==> src/hw/rtl/csthr_pkg.sv <==
package csthr_pkg;

    // countdown loaded on entry to the threshold delay state
    localparam logic [7:0] DELAY_TICKS = 8'd10;

    localparam logic [2:0] EV_APPLY = 3'd0;
    localparam logic [2:0] EV_START = 3'd1;
    localparam logic [2:0] EV_STOP  = 3'd2;
    localparam logic [2:0] EV_CLEAR = 3'd3;
    localparam logic [2:0] EV_TICK  = 3'd4;

    localparam logic [1:0] CFG_START_TIME   = 2'd0;
    localparam logic [1:0] CFG_THRESHOLD_MV = 2'd1;
    localparam logic [1:0] CFG_SCHED_EN     = 2'd2;
    localparam logic [1:0] CFG_THRESH_EN    = 2'd3;

    localparam logic [2:0] CODE_IDLE     = 3'd0;
    localparam logic [2:0] CODE_SCHED    = 3'd1;
    localparam logic [2:0] CODE_CHARGING = 3'd2;
    localparam logic [2:0] CODE_DELAY    = 3'd3;
    localparam logic [2:0] CODE_COMPLETE = 3'd4;
    localparam logic [2:0] CODE_ERROR    = 3'd5;

    typedef enum logic [5:0] {
        ST_IDLE     = 6'b000001,
        ST_SCHED    = 6'b000010,
        ST_CHARGING = 6'b000100,
        ST_DELAY    = 6'b001000,
        ST_COMPLETE = 6'b010000,
        ST_ERROR    = 6'b100000
    } t_mode;

    typedef struct packed {
        logic [31:0] start_time;
        logic [15:0] threshold_mv;
        logic        schedule_enable;
        logic        threshold_enable;
    } t_cfg;

    typedef struct packed {
        logic [2:0]  kind;
        logic [31:0] now;
        logic [15:0] batt_mv;
        logic        time_synced;
    } t_item;

    typedef struct packed {
        t_mode       mode;
        logic [7:0]  countdown;
        logic        sched_flag;
        logic        relay;
    } t_state;

    function automatic logic [2:0] mode_code(input t_mode mode);
        logic [2:0] code;
        unique case (mode)
            ST_IDLE:     code = CODE_IDLE;
            ST_SCHED:    code = CODE_SCHED;
            ST_CHARGING: code = CODE_CHARGING;
            ST_DELAY:    code = CODE_DELAY;
            ST_COMPLETE: code = CODE_COMPLETE;
            ST_ERROR:    code = CODE_ERROR;
            default:     code = CODE_IDLE;
        endcase
        return code;
    endfunction

endpackage

==> src/hw/rtl/charge_schedule_threshold_fsm.sv <==
// Channel  | Handshake               | Payload
// ---------+-------------------------+-----------------------------------------------
// event in | i_valid / o_ready       | i_kind, i_now, i_batt_mv, i_time_synced
// result   | o_valid / i_ready       | o_relay_on, o_state_code, o_delay_left,
//          |                         | o_schedule_active
// config   | i_cfg_valid/o_cfg_ready | i_cfg_index, i_cfg_data (always ready)
//
// One event per cycle sustained while i_ready stays high; an accepted event passes
// through the input register, then the result register, with the state update between.
// Synchronous active-low reset returns the controller to idle with the relay open
// and clears all configuration registers.
// A stalled result holds; the input register keeps taking events as long as the
// result register can drain, so o_ready drops only when both stages are full.
module charge_schedule_threshold_fsm
    import csthr_pkg::*;
(
    input  logic        i_clk,
    input  logic        i_rst_n,
    input  logic        i_valid,
    output logic        o_ready,
    input  logic [2:0]  i_kind,
    input  logic [31:0] i_now,
    input  logic [15:0] i_batt_mv,
    input  logic        i_time_synced,
    output logic        o_valid,
    input  logic        i_ready,
    output logic        o_relay_on,
    output logic [2:0]  o_state_code,
    output logic [7:0]  o_delay_left,
    output logic        o_schedule_active,
    input  logic        i_cfg_valid,
    output logic        o_cfg_ready,
    input  logic [1:0]  i_cfg_index,
    input  logic [31:0] i_cfg_data
);

    t_cfg   cfg;
    t_state next_state;
    t_item  r_in;
    logic   r_in_valid;
    logic   r_out_valid;
    logic   r_relay_on;
    logic [2:0] r_state_code;
    logic [7:0] r_delay_left;
    logic   r_schedule_active;
    logic   advance;

    assign o_cfg_ready = 1'b1;

    csthr_cfg u_cfg (
        .i_clk       (i_clk),
        .i_rst_n     (i_rst_n),
        .i_cfg_valid (i_cfg_valid),
        .i_cfg_index (i_cfg_index),
        .i_cfg_data  (i_cfg_data),
        .o_cfg       (cfg)
    );

    // move the held event into the result register
    assign advance = r_in_valid && (!r_out_valid || i_ready);
    assign o_ready = !r_in_valid || advance;

    always_ff @(posedge i_clk) begin
        if (!i_rst_n) begin
            r_in_valid <= 1'b0;
        end else if (o_ready) begin
            r_in_valid <= i_valid;
        end
    end

    always_ff @(posedge i_clk) begin
        if (i_valid && o_ready) begin
            r_in.kind        <= i_kind;
            r_in.now         <= i_now;
            r_in.batt_mv     <= i_batt_mv;
            r_in.time_synced <= i_time_synced;
        end
    end

    csthr_fsm u_fsm (
        .i_clk     (i_clk),
        .i_rst_n   (i_rst_n),
        .i_advance (advance),
        .i_item    (r_in),
        .i_cfg     (cfg),
        .o_next    (next_state)
    );

    always_ff @(posedge i_clk) begin
        if (!i_rst_n) begin
            r_out_valid <= 1'b0;
        end else if (advance) begin
            r_out_valid <= 1'b1;
        end else if (i_ready) begin
            r_out_valid <= 1'b0;
        end
    end

    always_ff @(posedge i_clk) begin
        if (advance) begin
            r_relay_on        <= next_state.relay;
            r_state_code      <= mode_code(next_state.mode);
            r_delay_left      <= next_state.countdown;
            r_schedule_active <= next_state.sched_flag;
        end
    end

    assign o_valid           = r_out_valid;
    assign o_relay_on        = r_relay_on;
    assign o_state_code      = r_state_code;
    assign o_delay_left      = r_delay_left;
    assign o_schedule_active = r_schedule_active;

endmodule

==> src/hw/rtl/csthr_cfg.sv <==
module csthr_cfg
    import csthr_pkg::*;
(
    input  logic        i_clk,
    input  logic        i_rst_n,
    input  logic        i_cfg_valid,
    input  logic [1:0]  i_cfg_index,
    input  logic [31:0] i_cfg_data,
    output t_cfg        o_cfg
);

    t_cfg r_cfg;

    always_ff @(posedge i_clk) begin
        if (!i_rst_n) begin
            r_cfg <= '0;
        end else if (i_cfg_valid) begin
            unique case (i_cfg_index)
                CFG_START_TIME:   r_cfg.start_time       <= i_cfg_data;
                CFG_THRESHOLD_MV: r_cfg.threshold_mv     <= i_cfg_data[15:0];
                CFG_SCHED_EN:     r_cfg.schedule_enable  <= i_cfg_data[0];
                CFG_THRESH_EN:    r_cfg.threshold_enable <= i_cfg_data[0];
                default: ;
            endcase
        end
    end

    assign o_cfg = r_cfg;

endmodule

==> src/hw/rtl/csthr_fsm.sv <==
module csthr_fsm
    import csthr_pkg::*;
(
    input  logic   i_clk,
    input  logic   i_rst_n,
    input  logic   i_advance,
    input  t_item  i_item,
    input  t_cfg   i_cfg,
    output t_state o_next
);

    t_state r_state;
    t_state n_state;
    logic [7:0] dec_count;

    assign dec_count = r_state.countdown - 8'd1;

    always_comb begin
        n_state = r_state;
        case (i_item.kind)
            EV_APPLY: begin
                n_state.sched_flag = i_cfg.schedule_enable;
                n_state.countdown  = '0;
                if (i_cfg.schedule_enable && (i_cfg.start_time <= i_item.now)) begin
                    n_state.relay = 1'b1;
                    n_state.mode  = ST_CHARGING;
                end else if (i_cfg.schedule_enable) begin
                    n_state.relay = 1'b0;
                    n_state.mode  = ST_SCHED;
                end else begin
                    n_state.relay = 1'b0;
                    n_state.mode  = ST_IDLE;
                end
            end
            EV_START: begin
                n_state.relay     = 1'b1;
                n_state.countdown = '0;
                n_state.mode      = ST_CHARGING;
            end
            EV_STOP: begin
                n_state.relay      = 1'b0;
                n_state.countdown  = '0;
                n_state.sched_flag = 1'b0;
                n_state.mode       = ST_IDLE;
            end
            EV_CLEAR: begin
                n_state.sched_flag = 1'b0;
                n_state.countdown  = '0;
                if (r_state.mode == ST_SCHED) begin
                    n_state.mode = ST_IDLE;
                end
            end
            EV_TICK: begin
                unique case (r_state.mode)
                    ST_SCHED: begin
                        if (i_item.time_synced && (i_item.now >= i_cfg.start_time)) begin
                            n_state.relay = 1'b1;
                            n_state.mode  = ST_CHARGING;
                        end
                    end
                    ST_CHARGING: begin
                        if (i_cfg.threshold_enable
                                && (i_item.batt_mv >= i_cfg.threshold_mv)) begin
                            n_state.countdown = DELAY_TICKS;
                            n_state.mode      = ST_DELAY;
                        end
                    end
                    ST_DELAY: begin
                        // fall back regardless of threshold_enable
                        if (i_item.batt_mv < i_cfg.threshold_mv) begin
                            n_state.countdown = '0;
                            n_state.mode      = ST_CHARGING;
                        end else begin
                            // a cleared counter wraps through 255 here
                            n_state.countdown = dec_count;
                            if (dec_count == 8'd0) begin
                                n_state.relay      = 1'b0;
                                n_state.sched_flag = 1'b0;
                                n_state.mode       = ST_COMPLETE;
                            end
                        end
                    end
                    default: ;
                endcase
            end
            default: ;
        endcase
    end

    always_ff @(posedge i_clk) begin
        if (!i_rst_n) begin
            r_state.mode       <= ST_IDLE;
            r_state.countdown  <= '0;
            r_state.sched_flag <= 1'b0;
            r_state.relay      <= 1'b0;
        end else if (i_advance) begin
            r_state <= n_state;
        end
    end

    assign o_next = n_state;

endmodule
==> config.mk <==
export PLATFORM = sky130hd
export DESIGN_NAME = charge_schedule_threshold_fsm
export DESIGN_NICKNAME = d
export VERILOG_FILES = /design/src/hw/rtl/csthr_pkg.sv /design/src/hw/rtl/charge_schedule_threshold_fsm.sv /design/src/hw/rtl/csthr_cfg.sv /design/src/hw/rtl/csthr_fsm.sv
export SDC_FILE = /design/constraint.sdc
export NUM_CORES = 1
export LEC_CHECK = 0
export BUFFER_PORTS_ARGS = -buffer_cell sky130_fd_sc_hd__buf_2
export CORE_UTILIZATION = 35
export CTS_CLUSTER_SIZE = 20
export DETAILED_ROUTE_END_ITERATION = 8
export HOLD_SLACK_MARGIN = 0.06
export PLACE_DENSITY = 0.61
export SETUP_SLACK_MARGIN = 0.02
export SYNTH_ARGS = -nofsm -noshare
export SYNTH_HDL_FRONTEND = slang
export SYNTH_HIERARCHICAL = 1
export SYNTH_SLANG_ARGS = --single-unit
==> constraint.sdc <==
create_clock -name i_clk -period 4.3 [get_ports i_clk]
set_clock_uncertainty 0.05 [all_clocks]
set_input_delay 0.215 -clock i_clk [delete_from_list [all_inputs] [get_ports i_clk]]
set_output_delay 0.215 -clock i_clk [all_outputs]
set_load 0.02 [all_outputs]
==> metrics.cfg <==
[status]
outcome=complete, no violations

[final_layout]
antenna_cells=0
postLayoutCellArea_um2=8906
seq_area_um2=3313
multiInputGateArea_um2=3044
layout-drive-gt1-share=0.1797
finalNetCount=996
syn_to_final_growth_pct=31.52
fillers=1711

[clock_network]
path_clk_slew_ns=0.06
cts_tree=yes
insertion_delay_ns=0.42
htreeDepth=4
cts_buffers=17
cts_buffer_depth=2
cts.sinks=133
ctsRootBufferMaster=clkbuf_16

[synthesis]
synth.distinct_cells=65
synth_warnings=6
ys_seq_area_frac=0.4893
ys_ff_latch=133
synth_top_family_by_area=simple AND/OR/NAND/NOR gates
syn_nets=814
synthTopCellsByArea=edfxtp_1, dfxtp_1, ha_1, mux2i_1, nand2_1
yosysTopAreaCell=edfxtp_1
synthesis.area_um2=6771
ys_dominant_reg_cell=dfxtp_1
synthMuxAreaShare=0.07834
syn_inst=673
yosys.area_share.xor_xnor=0.005174
synth-compound-area-share=0.1024
synth_top_area_share=0.2882
yosys.area_share.simple=0.1678
synth-edff-count=65
synthAdderAreaFrac=0.09239
postSynthAreaPerCell_um2=10.06
synthArstFlopShare=0

[power_and_ir_drop]
power.share.switching=0.2483
p_per_area_nw_per_um2=361.6
power.share.clock=0.452
p_sw_mw=0.7995
pwr-share-comb=0.109
peakVddDrop_mv=0.2680
power.internal_mw=2.421
p_leak_nw=3.537
sequentialPowerShare=0.439
power_mw=3.221

[routing]
wl_per_cell_um=14.00
firstDrtPassIters=5
dr.first_iter.drc_count=233
drc=0
postRouteAntennaNets=0
routed_via_density=4.795
routed_wl_mm=15.80
vias=5409

[timing]
period_share=0.7953
layout_min_cycle_time_ns=3.420
worstMarginPinSlew_ns=1.067
timing.setup.tns_ns=0
slew_viol_final=0
hold_slack_ns=0.08861
fmax_mhz=292.4
max_slew_margin=0.2864
setup_ws_ns=0.8801
finalSetupViolations=0
hold_viol=0
grt_setup_unrepaired=false

[worst_setup_path]
crit_type=register to register
cp.buffers_inverters=1
crit_chain=ha_1, nand4_2, nor3_1, or3_1, nor3b_1, buf_4, a21boi_0, a21oi_1, nor2_1, or4_1, nor2_1
slowest_stage=nor3b_1
crit_path_end_kind=register
crit_fanout=10
crit_arrival_ns=3.65
worstPathRequired_ns=4.53
critPathLaunchType=register
slowest_delay_ns=0.57
cpLargestDelayFamily=simple AND/OR/NAND/NOR gates
crit_path_frequent_cell=nor2_1

[place]
gp_congestion=0.8354
numPortBuffers=105
postPlaceCellArea_um2=7473
dpl.hpwl_mm=10.73
pre_cts_ws_ns=0.9072

[floorplan]
std_cell_rows=50
start_util=0.3596
die_w_um=141.1
pin_count=107
core_um2=18830
die_y_um=141.1
die_area_um2=19910

[global_routing]
grt_pass1_vias=5479
gr-total-overflow=0
grt_pass1_wl_mm=26.35
antenna_found_initial=0
grt_use_total=0.1686
grt_max_degree=79

[flow_run]
maxCapViolations=0

[hold_path]
min_path_type=input port to register

## cells in the mapped netlist, drive strengths merged (4+ instances only)
library cell,number
inv,57
nand4,10
dfxtp,68
nor4,7
buf,15
nor2,24
clkbuf,16
mux2i,53
or4,5
or2,4
nand3,13
nor2b,5
nand2b,8
o21ai,29
ha,50
edfxtp,65
nor3,18
a21oi,35
nand2,116
a31oi,5
nor3b,5
nand3b,6
## registers in the layout, summed over array words and instances (netlist names)
| register | count |
|---|---|
| o_valid | 1 |
| o_delay_left | 8 |
| o_schedule_active | 1 |
| o_state_code | 3 |
| u_fsm/r_state | 16 |
| u_cfg/o_cfg | 50 |
| r_in_valid | 1 |
| r_in | 52 |
| o_relay_on | 1 |
## layout by cell type, fill, tap and decap left out, types with 4 or more instances in the layout
cell / n
ha_1: 50
nor4_1: 6
mux2i_1: 53
buf_4: 7
nor2_1: 23
a21oi_1: 33
or2_2: 4
nand3b_1: 6
or4_1: 5
nand2_1: 116
nand4_1: 9
nand3_1: 13
nand2b_1: 8
edfxtp_1: 65
a31oi_1: 5
o21ai_0: 28
nor3b_1: 4
nor3_1: 18
dfxtp_1: 68
clkbuf_16: 18
inv_1: 57
buf_2: 104
dlygate4sd3_1: 83
nor2b_1: 4
clkinv_4: 4
## tightest hold or removal path: stages
cell and delay (ns):
buf_2 0.10, nand2_1 0.11, mux2i_1 0.09
## power groups by stage
stage / sequential, mW / clock [mW] / combinational, mW
after floorplan: 1.44 / 0 / 0.192
after global placement: 1.44 / 0 / 0.288
after detailed placement: 1.44 / 0 / 0.291
after CTS: 1.42 / 1.49 / 0.350
after global routing: 1.42 / 1.54 / 0.394
final: 1.41 / 1.46 / 0.351
## metal layers
metal / part of all wire / global-route usage
met1: 0.47 / 0.2165
met2: 0.48 / 0.2827
met3: 0.035 / 0.03702
met4: 0.015 / 0.04977
met5: 0 / 0
## path summary, 6_finish.rpt
kind | cells after the start | slack (ns) | startpoint | end
setup reg to reg | 11 | 0.88 | r_in[14]$_DFFE_PP_ | o_state_code[2]$_DFFE_PP_
hold reg to reg | 2 | 0.40 | u_cfg/o_cfg[39]$_SDFFE_PN0P_ | u_cfg/o_cfg[39]$_SDFFE_PN0P_
hold / removal | 3 | 0.09 | i_cfg_data[10] | u_cfg/o_cfg[12]$_SDFFE_PN0P_
setup / recovery | 11 | 0.88 | r_in[14]$_DFFE_PP_ | o_state_code[2]$_DFFE_PP_
## repair_timing
action | CTS | global route
resized for setup | 0 | 0
buffers inserted | 0 | 0
hold endpoints to repair | 94 | 0
hold buffers | 83 | 0
setup endpoints to repair | 0 | 0
## stage by stage
stage / std cells / utilization
2_1_floorplan: 673 / -
3_3_place_gp: 1013 / 0.3969
3_5_place_dp: 1013 / 0.3969
4_1_cts: 1128 / 0.4730
5_1_grt: 1128 / 0.4730
6_report: 1128 / 0.4730
## cell families (layout without fill, tap and decap cells)
family                   Yosys count  after routing
AND/OR/NAND/NOR                  233            233
flip-flops                       133            133
AO/OA/AOI/OAI                    110            110
buffers and inverters             89            284
multiplexers                      53             53
adder cells (fa/ha/maj)           50             50
XOR/XNOR                           4              4
other                              1              1
## cell type report
| cell class | count | area share |
|---|---|---|
| Multi-Input combinational cell | 451 | 0.3418 |
| Clock buffer | 19 | 0.05212 |
| Tap cell | 260 | 0.03653 |
| Clock inverter | 13 | 0.01545 |
| Sequential cell | 133 | 0.3720 |
| Timing Repair Buffer | 194 | 0.1576 |
| Inverter | 58 | 0.02445 |
Note: power is estimated with default switching activity, not from simulation.
